**src/rtl/segint_pkg.sv**
```systemverilog
// shared types and constants for the segment intersection test
`timescale 1ns / 1ps
package segint_pkg;

  // default coordinate width
  localparam int unsigned COORD_WIDTH_DEF = 16;

  // how the two segments relate
  typedef enum logic [1:0] {
    REL_CROSSING  = 2'd0,
    REL_PARALLEL  = 2'd1,
    REL_COLLINEAR = 2'd2
  } relation_t;

  // one result word
  typedef struct packed {
    logic      meets;
    relation_t relation;
  } result_t;

endpackage

```
**src/rtl/segint_classify.sv**
```systemverilog
// range tests by sign and the collinear overlap check
`timescale 1ns / 1ps
module segint_classify #(
  parameter int unsigned COORD_WIDTH = segint_pkg::COORD_WIDTH_DEF,
  localparam int unsigned CrossW = 2 * (COORD_WIDTH + 1) + 1
) (
  input  logic signed [COORD_WIDTH-1:0] a0x,
  input  logic signed [COORD_WIDTH-1:0] a0y,
  input  logic signed [COORD_WIDTH-1:0] a1x,
  input  logic signed [COORD_WIDTH-1:0] a1y,
  input  logic signed [COORD_WIDTH-1:0] b0x,
  input  logic signed [COORD_WIDTH-1:0] b0y,
  input  logic signed [COORD_WIDTH-1:0] b1x,
  input  logic signed [COORD_WIDTH-1:0] b1y,
  input  logic signed [CrossW-1:0]      den,
  input  logic signed [CrossW-1:0]      t_num,
  input  logic signed [CrossW-1:0]      u_num,
  output segint_pkg::result_t           res
);
  import segint_pkg::*;

  // p precedes or equals q, x first then y
  function automatic logic lex_le(
    input logic signed [COORD_WIDTH-1:0] px,
    input logic signed [COORD_WIDTH-1:0] py,
    input logic signed [COORD_WIDTH-1:0] qx,
    input logic signed [COORD_WIDTH-1:0] qy
  );
    logic le;
    if (px != qx) begin
      le = (px < qx);
    end else begin
      le = (py <= qy);
    end
    return le;
  endfunction

  // n/den within [0,1], den nonzero
  function automatic logic in_unit(
    input logic signed [CrossW-1:0] n,
    input logic signed [CrossW-1:0] dv
  );
    logic ok;
    if (dv > 0) begin
      ok = (n >= 0) && (n <= dv);
    end else begin
      ok = (n <= 0) && (n >= dv);
    end
    return ok;
  endfunction

  logic                          a_fwd, b_fwd;
  logic signed [COORD_WIDTH-1:0] alo_x, alo_y, ahi_x, ahi_y;
  logic signed [COORD_WIDTH-1:0] blo_x, blo_y, bhi_x, bhi_y;
  logic                          overlap, cross_hit;

  assign a_fwd = lex_le(a0x, a0y, a1x, a1y);
  assign b_fwd = lex_le(b0x, b0y, b1x, b1y);

  assign alo_x = a_fwd ? a0x : a1x;
  assign alo_y = a_fwd ? a0y : a1y;
  assign ahi_x = a_fwd ? a1x : a0x;
  assign ahi_y = a_fwd ? a1y : a0y;
  assign blo_x = b_fwd ? b0x : b1x;
  assign blo_y = b_fwd ? b0y : b1y;
  assign bhi_x = b_fwd ? b1x : b0x;
  assign bhi_y = b_fwd ? b1y : b0y;

  assign overlap   = lex_le(alo_x, alo_y, bhi_x, bhi_y) &&
                     lex_le(blo_x, blo_y, ahi_x, ahi_y);
  assign cross_hit = in_unit(t_num, den) && in_unit(u_num, den);

  always_comb begin
    if (den != '0) begin
      res.relation = REL_CROSSING;
      res.meets    = cross_hit;
    end else if ((t_num == '0) && (u_num == '0)) begin
      res.relation = REL_COLLINEAR;
      res.meets    = overlap;
    end else begin
      res.relation = REL_PARALLEL;
      res.meets    = 1'b0;
    end
  end

endmodule
```
**config.mk**
```make
export PLATFORM = sky130hd
export DESIGN_NAME = segint_classify
export DESIGN_NICKNAME = d
export VERILOG_FILES = /design/src/rtl/segint_pkg.sv /design/src/rtl/segint_classify.sv
export SDC_FILE = /design/constraint.sdc
export NUM_CORES = 1
export LEC_CHECK = 0
export BUFFER_PORTS_ARGS = -buffer_cell sky130_fd_sc_hd__buf_2
export CORE_UTILIZATION = 50
export DETAILED_ROUTE_END_ITERATION = 12
export PLACE_DENSITY = 0.91
export SLEW_MARGIN = 0
export SYNTH_ARGS = -nofsm -noshare
export SYNTH_HDL_FRONTEND = slang
export SYNTH_SLANG_ARGS = --single-unit
```
**constraint.sdc**
```tcl
create_clock -name vclk -period 7.4
set_input_delay 1.11 -clock vclk [all_inputs]
set_output_delay 1.11 -clock vclk [all_outputs]
set_load 0.005 [all_outputs]
```
; Yosys cells after proc, flatten, opt, wreduce, memory -nomap -nowiden
; Cells that the tools add are included.
[totals]
regBits = 0
in_bits = 233
output_inout_bits = 3
[op_classes]
magnitude_cmp = 17
eq_ne = 4
mux = 16
reduce_logical = 10
[op_table]
columns = cell, n
row1 = 16-bit two-way mux, 8
row2 = 35-bit by 1-bit >= comparator with 1-bit output (second input constant), 2
row3 = 35-bit >= comparator, 2
row4 = 35-bit by 1-bit <= comparator with 1-bit output (second input constant), 2
row5 = 35-bit <= comparator, 2
row6 = 35-bit zero test, 2
row7 = 16-bit <= comparator, 4
row8 = 16-bit less-than comparator, 4
row9 = 16-bit != test, 4
row10 = 35-bit by 1-bit greater-than comparator with 1-bit output (second input constant), 1
row11 = 35-bit nonzero test, 1
row12 = 1-bit logical AND, 7
row13 = 1-bit two-way mux, 6
row14 = 3-bit two-way mux, 2

; Logic depth before layout (Yosys ltp)
; Gate-level depths: netlist of the first run.
[depth]
depth_word = 8
mapped_depth = 21
ltp_nobuf = 19

; Least setup slack after synthesis of the first run
; Ideal clock, no wire load.
[synth_path]
path_kind = input to output
startpoint = input a1y[9]
endpoint = output res[2] (netlist bit)
t_arrival_ps = 4521
path_slack_ps = 1769
path_stages = 20
n_path_buf = 2
cell_sequence = inv_1 > ha_1 > a21o_1 > a21oi_1 > o21ai_0 > o41ai_1 > o21ai_1 > o21ai_1 > mux2i_1 > buf_2 > buf_6 > mux2_2 > ha_1 > a2111oi_0 > o221ai_1 > a311oi_1 > o311ai_0 > o21ai_0 > o211a_1 > a31o_1
[synth_rtl]
columns = item, line_no
row1 = start: declaration, segint_classify.sv:10  ; input logic signed [COORD_WIDTH-1:0] a1y,
row2 = end: declaration, segint_classify.sv:18  ; output segint_pkg::result_t res

==> out/metrics.yaml, run 1 <==
outcome:
  status: "completed"
synth:
  syn_area_per_cell_um2: 8.14
  netlist.area_leader.share: 0.371
  syn-num-nets: 1250
  synthTopCellsByCount: "ha_1 (198), inv_1 (113), mux2i_1 (67)"
  synth_area_leaders: "ha_1 (37%), mux2i_1 (10%), inv_1 (6.4%)"
  syn_inst: 819
  yosysWarnings: 0
  synth_most_common_cell: "ha_1"
  synth-seq-area-share: 0
  synth.cell_area_mm2: 0.00667
  yosysTopAreaCell: "ha_1"
  ys_types: 56
worst_setup_path:
  crit_path_top_delay_cell: "a2111oi_0"
  worstPathMaxFanout: 40
  worstPathArrival_ns: 5.55
  cp_top_family: "compound AO/OA/AOI/OAI gates"
  worst-setup-path-type: "in2out"
  cp_num_buf_inv: 4
  start_kind: "primary input"
  cp.required_ns: 6.29
  slowest_delay_ns: 0.63
  crit_path_cell_trace: "buf_2 -> inv_1 -> ha_1 -> nand4_1 -> nor2_1 -> nand4_1 -> nor3_1 -> mux2i_4 -> buf_12 -> mux2_2 -> ha_1 -> a21o_1 -> nand3_1 -> a21oi_1 -> a2111oi_0 -> o21ai_0 -> o2111ai_1 -> a31o_1 -> buf_2"
  worstSetupEndpointType: "primary output"
power_and_ir_drop:
  vdd_drop_max_uv: 69.0
  total_leakage_power_nw: 4.52
  p_per_area_mw_per_mm2: 79.7
cells_and_area:
  clockBufferCount: 0
  seq_area_um2: 0
  area.growth.synth_to_final_pct: 19.8
  fin_area_mm2: 0.00799
  drive_gt1_frac: 0.294
  nets: 1478
  flops_and_latches: 0
  fin_util: 0.623
timing:
  layout_setup_ws_ns: 0.735
  min_period_ns: 6.66
  tightest_slew_ns: 0.785
  clock.fmax_ghz: 0.150
  hold_viol: 0
  fin_tns_setup_ns: 0
  rsz0062_at_grt: "false"
  setup_viol: 0
  relSlewSlack: 0.463
  drv_slew: 0
  timing.final.crit_share: 0.901
clock_tree:
  hold_buffers: 0
  cts_resized: 0
  cts_setup_buffers: 0
global_route:
  grt_pass1_wl_um: 33300
  grt.overflow.total: 0
  grt.total_usage: 0.285
  grt_max_degree: 41
  first_global_vias: 7345
  antenna_found_initial: 1
die:
  die_w_um: 118
  dieArea_mm2: 0.0138
  core_mm2: 0.0128
  row_count: 41
  io_pins: 236
  die_h_um: 118
  initial_core_util: 0.520
routing:
  post-route-drc-count: 0
  wl_per_cell_um: 16.5
  ant_nets: 0
  vias: 7205
  drt_iter0_markers: 287
  vias_per_cell: 5.92
  drtPass1Iterations: 5
  finalWirelength_um: 20100
placed_design:
  place_congestion: 0.937
  placed_area_mm2: 0.00799
  dp_hpwl_um: 18200
  dpl_worst_slack_ns: 0.897
  portBuffers: 236
worst_hold_path:
  hp-class: "in2out"
job:
  max-cap-violations: 0
stage by stage:
stage          hold slack (ns)  std cells  total power, mW
3_5_place_dp              2.72       1217            0.628
3_3_place_gp              2.73       1217            0.602
5_1_grt                   2.77       1218            0.712
6_report                  2.74       1218            0.637
2_1_floorplan             2.40        819            0.442
4_1_cts                   2.72       1217            0.632
where the power goes:
part | switching [mW] | leakage, nW | total, mW | internal, mW
sequential | 0 | 0 | 0 | 0
combinational | 0.329 | 4.52 | 0.637 | 0.308
clock | 0 | 0.00000634 | 0.0000000181 | 0.0000000181
worst min-delay path: cells and delay by family:
family	cells	cell delay [ns]
AO/OA/AOI/OAI	1	0.09
buffers and inverters	2	0.21
AND/OR/NAND/NOR	2	0.21
cells by family after synthesis:
group                    share of synthesized area
adder cells (fa/ha/maj)                      0.371
AND/OR/NAND/NOR                              0.156
AO/OA/AOI/OAI                                0.162
multiplexers                                 0.224
buffers and inverters                       0.0852
XOR/XNOR                                   0.00131
per-layer routing:
metal | vias to the layer above | track usage | wire (um)
met5 | - | 0 | 0
met4 | 0 | 0.100 | 745
met3 | 50 | 0.0359 | 1240
met2 | 301 | 0.546 | 10000
met1 | 3286 | 0.321 | 8040
li1 | 3568 | - | -
layout by cell type, fill, tap and decap left out, types with 4 or more instances in the layout:
master,synthesis,final
a2111oi_0,4,4
a211oi_1,8,8
a21o_1,22,22
a21oi_1,53,52
a221o_1,4,4
and3_1,4,4
buf_2,4,236
ha_1,198,198
inv_1,113,113
mux2_2,33,33
mux2_4,28,28
mux2i_1,67,66
nand2_1,39,39
nand3_1,23,23
nand4_1,34,34
nor2_1,29,29
nor2b_1,10,10
nor3_1,15,15
nor4_1,29,29
o211ai_1,6,6
o21a_1,11,11
o21ai_0,22,22
o22ai_1,6,6
cell type report:
cell class | instances | area (um2)
Fill cell | 1091 | 4830
Inverter | 113 | 424
Timing Repair Buffer | 240 | 1220
Antenna cell | 1 | 2.50
Tap cell | 172 | 215
Multi-Input combinational cell | 692 | 6130
worst paths after layout:
check	start	end	slack, ns	cells past startpoint
max	a1x[15]	res[2]	0.74	19
min	den[20]	res[0]	2.74	5
Power figures use the tool's default switching activity.
==> run 2, diff against run 1 <==
ABC_AREA = 1   (was default)
PLACE_DENSITY = 0.89   (was 0.91)
==> run 2 against run 1 <==
  * Via count grew 22%
  * Sequential share of layout area stayed put
  * Cell area grew 8.9%
  * Count of clock-buffer cells in the layout did not move
  * Final cell count up 37%
  * First-iteration DRC count rose by 89%
  * Synthesized area is 13% higher
  * Largest cell class unchanged
  * Die area grew 12%
  * Fmax rose by 7.9%
  * Worst setup slack better by 0.49 ns
  * Utilization shrank 2.6 points
  * Synthesized cell count increased by 55%
==> out/metrics.yaml, run 2 <==
synth:
  ys_types: 33  # -41%
  syn-num-nets: 1700  # +36%
  netlist.area_leader.share: 0.330  # -0.0418
  syn_area_per_cell_um2: 5.92  # -27%
  syn_inst: 1269  # +55%
  synth.cell_area_mm2: 0.00752  # +13%
  yosysTopAreaCell: "ha_1"
  synth_most_common_cell: "nand2_1"
  yosysWarnings: 0  # unchanged
  synthTopCellsByCount: "nand2_1 (372), inv_1 (225), ha_1 (198)"
  synth-seq-area-share: 0  # unchanged
  synth_area_leaders: "ha_1 (33%), nand2_1 (19%), inv_1 (11%)"
routing:
  drtPass1Iterations: 6  # +1
  wl_per_cell_um: 13.3  # -19%
  vias: 8774  # +22%
  drt_iter0_markers: 542  # +89%
  ant_nets: 0  # unchanged
  finalWirelength_um: 22100  # +10%
  post-route-drc-count: 0  # unchanged
  vias_per_cell: 5.28  # -11%
die:
  initial_core_util: 0.515  # -0.00492
  die_w_um: 125  # +6.0%
  io_pins: 236  # unchanged
  die_h_um: 125  # +6.0%
  dieArea_mm2: 0.0155  # +12%
  row_count: 44  # +7.3%
  core_mm2: 0.0146  # +14%
placed_design:
  portBuffers: 236  # unchanged
  place_congestion: 0.987  # +5.3%
  dp_hpwl_um: 19600  # +7.8%
  place_inst: 1660  # +36%
timing:
  relSlewSlack: 0.366  # -0.0969
  drv_slew: 0  # unchanged
  min_period_ns: 6.18  # -0.489 ns
  rsz0062_at_grt: "false"
  setup_viol: 0  # unchanged
  fin_tns_setup_ns: 0  # unchanged
  fin_hold_ws_ns: 2.64  # -0.0983 ns
  hold_viol: 0  # unchanged
  clock.fmax_ghz: 0.162  # +7.9%
  tightest_slew_ns: 0.951  # +0.166 ns
  timing.final.crit_share: 0.835  # -0.0661
outcome:
  status: "completed"
worst_setup_path:
  start_kind: "primary input"
  crit_path_top_delay_cell: "nand2_4"
  worst-setup-path-type: "in2out"
  worstPathMaxFanout: 81  # +100%
  slowest_delay_ns: 0.73  # +0.10 ns
  cp.required_ns: 6.29  # about the same
  worstSetupEndpointType: "primary output"
  worstPathArrival_ns: 5.07  # -0.48 ns
  critPathMostFrequentCell: "nand2_1"
power_and_ir_drop:
  p_per_area_mw_per_mm2: 83.1  # +4.3%
  total_leakage_power_nw: 5.47  # +21%
  vdd_drop_max_uv: 51.0  # -26%
  p_comb_frac: 1.000  # about the same
  seqPwrFrac: 0  # unchanged
  power_switching_mw: 0.433  # +32%
  pwr-share-clk: 0  # unchanged
  intPower_mw: 0.290  # -5.8%
  swShare: 0.599  # +0.0827
global_route:
  antenna_found_initial: 2  # +1
  grt.overflow.total: 0  # unchanged
  grt_max_degree: 82  # +100%
  first_global_vias: 8132  # +11%
  grt_pass1_wl_um: 36100  # +8.7%
  grt.total_usage: 0.277  # -0.00827
cells_and_area:
  area.growth.synth_to_final_pct: 15.8
  nets: 1909  # +29%
  finalNonFillerCells: 1663  # +37%
  flops_and_latches: 0  # unchanged
  layout_common_cells: "nand2_1 (372), buf_2 (236), inv_1 (225), ha_1 (198), nand3_1 (100)"
  clockBufferCount: 0  # unchanged
  drive_gt1_frac: 0.215  # -0.0790
  seq_area_um2: 0  # unchanged
  final_common_cell: "nand2_1"
clock_tree:
  cts_resized: 0  # unchanged
  cts_setup_buffers: 0  # unchanged
  hold_buffers: 0  # unchanged
job:
  max-cap-violations: 0  # unchanged
worst_hold_path:
  hp-class: "in2out"
  worstHoldPathCells: 5  # unchanged
## run 2: critical path, delay by kind of cell
kind                       cells  cell delay, ns
and+or+nand+nor               17            2.19
buffers and inverters          5            0.66
AOI/OAI and AO/OA              5            0.54
adders and majority gates      2            0.52
## run 2: cell families (layout without fill, tap and decap cells)
group	Yosys count	in the layout	share of synthesized area
adder cells (fa/ha/maj)	198	198	0.330
buffers and inverters	260	467	0.152
AND/OR/NAND/NOR	626	626	0.353
other	0	3	0
AO/OA/AOI/OAI	185	185	0.164
## run 2: layout make-up
type / count / area (um2)
diodes: 3 / 7.51
repair buffers: 241 / 1230
fillers: 1464 / 5880
inverters: 226 / 848
well taps: 184 / 230
multi-input cells: 1009 / 6390
## run 2: per-layer routing
layer,vias to the layer above,track usage,share of wire
met3,40,0.0262,0.071
met4,0,0.0609,0.020
met1,3852,0.346,0.43
met5,-,0,0
met2,289,0.507,0.48
li1,4593,-,-
## run 2: power groups by stage
stage                       Clock [mW]  Combinational, mW  Sequential, mW
after global routing      0.0000000362              0.833               0
after global placement               0              0.688               0
final                     0.0000000543              0.723               0
after detailed placement             0              0.715               0
after floorplan                      0              0.527               0
after CTS                            0              0.719               0
## run 2: final timing paths
| path | start | slack [ns] | endpoint |
|---|---|---|---|
| setup / recovery | a1y[1] | 1.22 | res[2] |
| hold / removal | den[34] | 2.64 | res[2] |
## run 2: stage by stage
stage	utilization	worst slack (ns)	total power [mW]	area, um2
2_1_floorplan	-	2.64	0.527	7520
3_3_place_gp	0.596	1.37	0.688	8700
3_5_place_dp	0.596	1.26	0.715	8700
4_1_cts	0.596	1.25	0.719	8700
5_1_grt	0.597	0.834	0.833	8700
6_report	0.597	1.22	0.723	8710
